File: config.mk
export PLATFORM = sky130hd
export DESIGN_NAME = tga_rle_pixel_decoder_top
export DESIGN_NICKNAME = d
export VERILOG_FILES = /design/src/sv/trd_pkg.sv /design/src/sv/trd_parse.sv /design/src/sv/trd_outreg.sv /design/src/sv/tga_rle_pixel_decoder_top.sv
export SDC_FILE = /design/constraint.sdc
export NUM_CORES = 1
export LEC_CHECK = 0
export BUFFER_PORTS_ARGS = -buffer_cell sky130_fd_sc_hd__buf_2
export CAP_MARGIN = 40
export CORE_ASPECT_RATIO = 2
export CORE_MARGIN = 2
export CORE_UTILIZATION = 27
export DETAILED_ROUTE_END_ITERATION = 8
export PLACE_DENSITY = 0.45
export SYNTH_ARGS = -nofsm -noshare
export SYNTH_HDL_FRONTEND = slang
export SYNTH_SLANG_ARGS = --single-unit
File: constraint.sdc
create_clock -name clk -period 7.25 [get_ports clk]
set_clock_uncertainty 0.2 [all_clocks]
set_input_delay 0.3625 -clock clk [delete_from_list [all_inputs] [get_ports clk]]
set_output_delay 0.3625 -clock clk [all_outputs]
set_load 0.02 [all_outputs]
File: src/sv/trd_pkg.sv
// ----------------------------------------------------------------------------
// trd_pkg
// Shared types and constants of the TGA run-length pixel decoder.
// ----------------------------------------------------------------------------
`default_nettype none

package trd_pkg;

    // Configuration register indexes
    localparam logic [0:0] REG_BYTES_PER_PIXEL = 1'd0;
    localparam logic [0:0] REG_PIXEL_TOTAL     = 1'd1;

    localparam logic [2:0]  BPP_RESET        = 3'd4;
    localparam logic [31:0] PIXEL_TOTAL_RESET = 32'd1;

    localparam logic [7:0] COUNT_MASK = 8'h7F;
    localparam logic [7:0] FULL_BYTE  = 8'hFF;

    typedef enum logic [0:0] {
        PH_HEADER,
        PH_PIXEL
    } phase_t;

    // One decoded result as it travels to the output register.
    typedef struct packed {
        logic [7:0] red;
        logic [7:0] green;
        logic [7:0] blue;
        logic [7:0] alpha;
        logic [7:0] repeat_res;
        logic       image_done;
        logic       status;
    } result_t;

    // Effective pixel size minus one: sizes below 2 act as 2, above 4 as 4.
    function automatic logic [1:0] last_position(input logic [2:0] bpp);
        logic [1:0] pos;
        begin
            case (bpp)
                3'd3:    pos = 2'd2;
                3'd0, 3'd1, 3'd2: pos = 2'd1;
                default: pos = 2'd3;
            endcase
            return pos;
        end
    endfunction

endpackage

`default_nettype wire

File: src/sv/trd_parse.sv
// ----------------------------------------------------------------------------
// trd_parse
// Packet header parsing, pixel assembly, colour conversion and pixel counting.
// ----------------------------------------------------------------------------
`default_nettype none

module trd_parse (
    input  wire logic              clk,
    input  wire logic              rst_n,
    input  wire logic              cfg_wr_en,
    input  wire logic [0:0]        cfg_index,
    input  wire logic [31:0]       cfg_data,
    input  wire logic              accept,
    input  wire logic [7:0]        stream_byte,
    input  wire logic              final_byte,
    output logic                   res_valid,
    output trd_pkg::result_t       res
);
    import trd_pkg::*;

    logic [2:0]  bpp_reg;
    logic [31:0] total_reg;

    phase_t      phase_reg, phase_next;
    logic        run_reg, run_next;
    logic [6:0]  raw_left_reg, raw_left_next;
    logic [7:0]  run_len_reg, run_len_next;
    logic [1:0]  pos_reg, pos_next;
    logic [23:0] partial_reg, partial_next;
    logic [31:0] decoded_reg, decoded_next;

    logic [1:0]  last_pos;
    logic [31:0] total;
    logic [31:0] remaining;
    logic [7:0]  count_raw;
    logic [7:0]  count;
    logic        done;
    logic [15:0] v16;
    logic [7:0]  r, g, b, a;

    always_ff @(posedge clk or negedge rst_n)
    begin
        if (!rst_n)
        begin
            bpp_reg   <= BPP_RESET;
            total_reg <= PIXEL_TOTAL_RESET;
        end
        else if (cfg_wr_en)
        begin
            case (cfg_index)
                REG_BYTES_PER_PIXEL: bpp_reg   <= cfg_data[2:0];
                REG_PIXEL_TOTAL:     total_reg <= cfg_data;
                default: ;
            endcase
        end
    end

    always_comb
    begin
        last_pos  = last_position(bpp_reg);
        total     = (total_reg == 32'd0) ? 32'd1 : total_reg;
        remaining = (total > decoded_reg) ? (total - decoded_reg) : 32'd0;
        count_raw = run_reg ? run_len_reg : 8'd1;
        count     = ({24'd0, count_raw} > remaining) ? remaining[7:0] : count_raw;
        // The image completes exactly when the unclamped count covers what is left.
        done      = ({24'd0, count_raw} >= remaining);

        v16 = {stream_byte, partial_reg[7:0]};
        case (last_pos)
            2'd1:
            begin
                r = {v16[14:10], 3'd0};
                g = {v16[9:5], 3'd0};
                b = {v16[4:0], 3'd0};
                a = v16[15] ? FULL_BYTE : 8'd0;
            end
            2'd2:
            begin
                r = stream_byte;
                g = partial_reg[15:8];
                b = partial_reg[7:0];
                a = FULL_BYTE;
            end
            default:
            begin
                r = partial_reg[23:16];
                g = partial_reg[15:8];
                b = partial_reg[7:0];
                a = stream_byte;
            end
        endcase
        if (count == 8'd0)
        begin
            r = 8'd0;
            g = 8'd0;
            b = 8'd0;
            a = 8'd0;
        end
    end

    always_comb
    begin
        phase_next    = phase_reg;
        run_next      = run_reg;
        raw_left_next = raw_left_reg;
        run_len_next  = run_len_reg;
        pos_next      = pos_reg;
        partial_next  = partial_reg;
        decoded_next  = decoded_reg;
        res_valid     = 1'b0;
        res           = '0;
        res.status    = 1'b1;

        if (phase_reg == PH_HEADER)
        begin
            run_next      = stream_byte[7];
            run_len_next  = (stream_byte & COUNT_MASK) + 8'd1;
            raw_left_next = stream_byte[7] ? 7'd0 : stream_byte[6:0];
            pos_next      = 2'd0;
            partial_next  = 24'd0;
            phase_next    = PH_PIXEL;
            res_valid     = final_byte;
        end
        else if (pos_reg < last_pos)
        begin
            case (pos_reg)
                2'd0:    partial_next[7:0]   = partial_reg[7:0] | stream_byte;
                2'd1:    partial_next[15:8]  = partial_reg[15:8] | stream_byte;
                2'd2:    partial_next[23:16] = partial_reg[23:16] | stream_byte;
                default: ;
            endcase
            pos_next  = pos_reg + 2'd1;
            res_valid = final_byte;
        end
        else
        begin
            decoded_next   = decoded_reg + {24'd0, count};
            pos_next       = 2'd0;
            partial_next   = 24'd0;
            res_valid      = 1'b1;
            res.red        = r;
            res.green      = g;
            res.blue       = b;
            res.alpha      = a;
            res.repeat_res = count;
            res.image_done = done;
            res.status     = final_byte && !done;
            if (run_reg || raw_left_reg == 7'd0)
            begin
                phase_next = PH_HEADER;
            end
            else
            begin
                raw_left_next = raw_left_reg - 7'd1;
            end
        end

        // Completion or an early end of stream starts a fresh image.
        if (final_byte || (phase_reg == PH_PIXEL && pos_reg >= last_pos && done))
        begin
            phase_next    = PH_HEADER;
            run_next      = 1'b0;
            raw_left_next = 7'd0;
            run_len_next  = 8'd0;
            pos_next      = 2'd0;
            partial_next  = 24'd0;
            decoded_next  = 32'd0;
        end
    end

    always_ff @(posedge clk or negedge rst_n)
    begin
        if (!rst_n)
        begin
            phase_reg    <= PH_HEADER;
            run_reg      <= 1'b0;
            raw_left_reg <= 7'd0;
            run_len_reg  <= 8'd0;
            pos_reg      <= 2'd0;
            partial_reg  <= 24'd0;
            decoded_reg  <= 32'd0;
        end
        else if (accept)
        begin
            phase_reg    <= phase_next;
            run_reg      <= run_next;
            raw_left_reg <= raw_left_next;
            run_len_reg  <= run_len_next;
            pos_reg      <= pos_next;
            partial_reg  <= partial_next;
            decoded_reg  <= decoded_next;
        end
    end

endmodule

`default_nettype wire

File: src/sv/trd_outreg.sv
// ----------------------------------------------------------------------------
// trd_outreg
// Result register holding one decoded transaction until the consumer takes it.
// ----------------------------------------------------------------------------
`default_nettype none

module trd_outreg (
    input  wire logic              clk,
    input  wire logic              rst_n,
    input  wire logic              load,
    input  wire trd_pkg::result_t  res,
    input  wire logic              out_stall,
    output logic                   out_valid,
    output logic                   busy,
    output trd_pkg::result_t       res_out
);
    import trd_pkg::*;

    logic    valid_reg, valid_next;
    result_t data_reg;

    // A held result blocks new input only while the consumer stalls it.
    assign busy = valid_reg && out_stall;

    always_comb
    begin
        valid_next = valid_reg;
        if (load)
        begin
            valid_next = 1'b1;
        end
        else if (!out_stall)
        begin
            valid_next = 1'b0;
        end
    end

    always_ff @(posedge clk or negedge rst_n)
    begin
        if (!rst_n)
        begin
            valid_reg <= 1'b0;
        end
        else
        begin
            valid_reg <= valid_next;
        end
    end

    always_ff @(posedge clk)
    begin
        if (load)
        begin
            data_reg <= res;
        end
    end

    assign out_valid = valid_reg;
    assign res_out   = data_reg;

endmodule

`default_nettype wire

File: src/sv/tga_rle_pixel_decoder_top.sv
// ----------------------------------------------------------------------------
// tga_rle_pixel_decoder_top
// Decodes a run-length compressed TGA pixel stream into RGBA8 pixels with
// repeat counts.
// ----------------------------------------------------------------------------
// Channel   Direction  Handshake             Payload
// config    in         cfg_wr_en             cfg_index, cfg_data
// input     in         in_valid / in_stall   stream_byte, final_byte
// output    out        out_valid / out_stall red, green, blue, alpha,
//                                            repeat_res, image_done, status
//
// Each byte is parsed at the edge that accepts it, and any
// result appears in the output register in the following cycle.
// One byte can be accepted in every cycle; the rate is set by the single
// output register, which stalls input only while a held result is stalled.
// Reset restores bytes_per_pixel 4, pixel_total 1 and the header phase.
// ----------------------------------------------------------------------------
`default_nettype none

module tga_rle_pixel_decoder_top (
    input  wire logic        clk,
    input  wire logic        rst_n,
    input  wire logic        cfg_wr_en,
    input  wire logic [0:0]  cfg_index,
    input  wire logic [31:0] cfg_data,
    input  wire logic        in_valid,
    output logic             in_stall,
    input  wire logic [7:0]  stream_byte,
    input  wire logic        final_byte,
    output logic             out_valid,
    input  wire logic        out_stall,
    output logic [7:0]       red,
    output logic [7:0]       green,
    output logic [7:0]       blue,
    output logic [7:0]       alpha,
    output logic [7:0]       repeat_res,
    output logic             image_done,
    output logic             status
);
    import trd_pkg::*;

    logic    accept;
    logic    res_valid;
    logic    busy;
    result_t res;
    result_t res_out;

    assign in_stall = busy;
    assign accept   = in_valid && !busy;

    trd_parse u_parse (
        .clk         (clk),
        .rst_n       (rst_n),
        .cfg_wr_en   (cfg_wr_en),
        .cfg_index   (cfg_index),
        .cfg_data    (cfg_data),
        .accept      (accept),
        .stream_byte (stream_byte),
        .final_byte  (final_byte),
        .res_valid   (res_valid),
        .res         (res)
    );

    trd_outreg u_outreg (
        .clk       (clk),
        .rst_n     (rst_n),
        .load      (accept && res_valid),
        .res       (res),
        .out_stall (out_stall),
        .out_valid (out_valid),
        .busy      (busy),
        .res_out   (res_out)
    );

    assign red        = res_out.red;
    assign green      = res_out.green;
    assign blue       = res_out.blue;
    assign alpha      = res_out.alpha;
    assign repeat_res = res_out.repeat_res;
    assign image_done = res_out.image_done;
    assign status     = res_out.status;

endmodule

`default_nettype wire
==> results.yml <==
status:
  status: "complete, no violations"
global_route:
  use_met3_pct: 2.28
  busiest_layer: "met2"
  grt_pass1_vias: 9393
  grt_first_pass_wirelength_um: 54500
  grt_util_met2_pct: 36.2
  grt_max_degree: 51
  grt_overflow_total: 0
  met1_usage_pct: 16.3
  grt_use_total_pct: 18.4
  antenna_found_initial: 0
critical_path:
  crit_path_start: "u_parse.total_reg[14]$_DFFE_PN0P_"
  cp_data_arrival_time_ps: 7040
  cp_slowest_cell: "dfrtp_1"
  path_delay_family: "compound AO/OA/AOI/OAI gates"
  crit_buf_inv: 6
  reg2reg_from: "u_parse.total_reg[14]$_DFFE_PN0P_"
  max_stage_delay_ps: 400
  end_kind: "flip-flop"
  worstPathMaxFanout: 7
  critPathKind: "flip-flop to flip-flop"
  crit_cells: 36
  endpoint: "u_parse.decoded_reg[31]$_DFFE_PN0P_"
  worstRegToRegCells: 36
  worstPathRequired_ps: 7390
  crit_path_start_kind: "flip-flop"
  r2r_setup_slack_ps: 350
  r2r-end: "u_parse.decoded_reg[31]$_DFFE_PN0P_"
yosys:
  yosysTopAreaCell: "dfrtp_1"
  avgSynthCellArea_um2: 8.96
  synth-seq-cells: 153
  synth_area_um2: 10200
  synth_cell_types: 78
  ys_async_sr_fraction_pct: 72.5
  synth_top_area_share_pct: 26.7
  postSynthCellCount: 1141
  yosys_warnings: 0
  ys_seq_area_share_pct: 39.5
  synth-edff-count: 42
  syn-num-nets: 1251
  ys_top_cells_by_area: "dfrtp_1 (27%), edfxtp_1 (12%), ha_1 (7.5%)"
  synth-main-ff-cell: "dfrtp_1"
routing:
  final_antenna_net_count: 0
  drt-total-wl_um: 36100
  drtIter0Drc: 466
  via_per_inst: 5.22
  dr.pass1.iters: 5
  wl_per_cell_um: 20.6
  vias: 9119
  drc: 0
floorplanning:
  fp.dieH_um: 279
  start_util_pct: 27.4
  ioPinCount: 91
  fp.dieW_um: 142
  fp-row-count: 100
  die-area_um2: 39500
  core_um2: 37300
timing:
  setup_viol: 0
  finalHoldViolCount: 0
  slew_headroom_pct: 43.4
  period_needed_ps: 6900
  post-route-period-util_pct: 95.1
  holdWs_ps: 95.4
  tightest_slew_ps: 846
  slew_violations: 0
  max_freq_mhz: 145
  grt_setup_unrepaired: "true"
clock_network:
  cts_tree: "built"
  insertion_delay_ps: 450
  cts-root-buf: "clkbuf_16"
  clk_pin_slew_worst_paths_ps: 70
  cts_buffer_depth: 2
  numCtsBuffers: 17
  h-tree-depth: 4
  clkSinkCount: 153
final_layout:
  diodes: 0
  drive_above_1_share_pct: 24.1
  area_growth_pct: 24.6
  design_area_um2: 12700
  largest_reg_flops: 42
  nFillCells: 3894
  layout.area.seq_um2: 4040
  multi_input_area_um2: 5760
  nets: 1386
placed_design:
  place_congestion: 0.928
  io_buffers: 90
  placed_area_um2: 11500
  dp_hpwl_um: 28500
job:
  cap_violations: 0
power_and_ir_drop:
  p_leak_nw: 5.30
  powerDensity_nw_per_um2: 227
  irDropWorstVdd_mv: 0.143
min_path:
  hold_path_class: "input port to flip-flop"
-- report_power, final --
part,leakage (nW),internal [mW],switching [mW]
sequential,1.86,0.953,0.0549
combinational,3.16,0.389,0.584
clock,0.289,0.465,0.448
-- synth_stat cells (3+ instances only) --
cell type  instances
inv_1             65
o21bai_1           7
o2bb2ai_1          3
edfxtp_1          42
ha_1              61
a21o_1            17
nand2b_1           4
clkbuf_1          74
mux2_2            37
and2_1            18
a211oi_1          11
nor4b_1            8
a22o_1            16
nand3_1           28
o211a_1            3
or3_1             11
o221ai_1           3
or2_2              5
o21ai_1            4
a22oi_1           10
o32ai_1            4
nor3_1            52
nand2_1           89
nor2_1            96
xor2_1            11
buf_2             14
nor2b_1            8
nor4_1            15
a21oi_1           69
buf_1              6
o31ai_1            3
o21a_1            16
o21ai_0           47
o211ai_1           8
o41ai_1            3
and4_1             3
and3_1            12
mux2i_1           15
a31oi_1           33
o22ai_1            5
xnor2_1           23
nor2_2             4
dfrtp_1          109
nand4_1           20
a2111oi_2          5
-- worst register-to-register path: cells and delay by family (launching register included) --
kind,cells,cell delay (ps)
flops,1,400
mux,1,380
buf+inv,6,830
simple gates,12,1730
fa+ha+maj,3,580
compound gates,13,2490
xor+xnor,1,160
-- stage by stage --
step	power [mW]	setup WS, ps	std cells	setup TNS [ps]	util, %
6_report	2.89	354	1748	0	34.2
5_1_grt	3.06	-84.9	1748	-209	34.2
2_1_floorplan	1.61	239	1141	0	-
4_1_cts	2.87	18.3	1739	0	33.4
3_5_place_dp	1.93	-18.2	1673	-26.8	30.9
3_3_place_gp	1.92	55.5	1668	0	30.7
-- placed cells by master (no fill, tap or decap), drive strengths merged, types with 37 or more instances in the layout --
master  synthesis  final
buf            22    180
dfrtp         109    109
nor2          100    100
nand2          90     90
inv            65     73
a21oi          70     70
ha             61     61
nor3           53     53
o21ai          51     51
edfxtp         42     42
mux2           37     37
-- cell families after synthesis --
| kind of cell | Yosys count | share of synthesized area [%] |
|---|---|---|
| adders and majority gates | 63 | 7.86 |
| buffers and inverters | 164 | 6.36 |
| and+or+nand+nor | 382 | 18.4 |
| AOI/OAI and AO/OA | 293 | 19.4 |
| DFF | 153 | 39.5 |
| muxes | 52 | 5.54 |
| xor gates and xnor gates | 34 | 2.91 |
-- routing by layer --
metal | routed length [µm] | share of wire [%]
met5 | 0 | 0
met4 | 3100 | 8.6
met3 | 821 | 2.3
met2 | 20500 | 57
met1 | 11600 | 32
-- cell type report --
cell class | count | area share (%)
inverters | 66 | 1.95
repair buffers | 214 | 11.9
clock buffers | 17 | 3.34
multi-input cells | 824 | 45.2
well taps | 459 | 4.51
clock inverters | 15 | 1.36
flip-flops and latches | 153 | 31.7
-- how the worst min path moves through the flow --
| stage | start | endpoint | slack [ps] | cells past startpoint |
|---|---|---|---|---|
| 5_1_grt | stream_byte[6] | u_parse.run_len_reg[7]$_DFFE_PN0P_ | 90 | 3 |
| 6_report | stream_byte[6] | u_parse.run_len_reg[7]$_DFFE_PN0P_ | 100 | 3 |
| 3_5_place_dp | rst_n | u_parse.bpp_reg[0]$_DFFE_PN0P_ | 240 | 1 |
| 4_1_cts | stream_byte[6] | u_parse.run_len_reg[7]$_DFFE_PN0P_ | 80 | 3 |
| 2_1_floorplan | rst_n | u_outreg.out_valid$_DFFE_PN0P_ | -130 | 0 |
| 3_3_place_gp | rst_n | u_parse.decoded_reg[4]$_DFFE_PN0P_ | 240 | 1 |
-- timing repair --
action / in CTS / in global routing
pin swaps: 0 / 16
resized for setup: 1 / 43
gates cloned: 0 / 0
setup buffers: 0 / 9
endpoints found under the hold margin: 83 / 0
hold buffers: 34 / 0
setup endpoints to repair: 8 / 24
No activity file was read; power rests on OpenSTA's default activity.
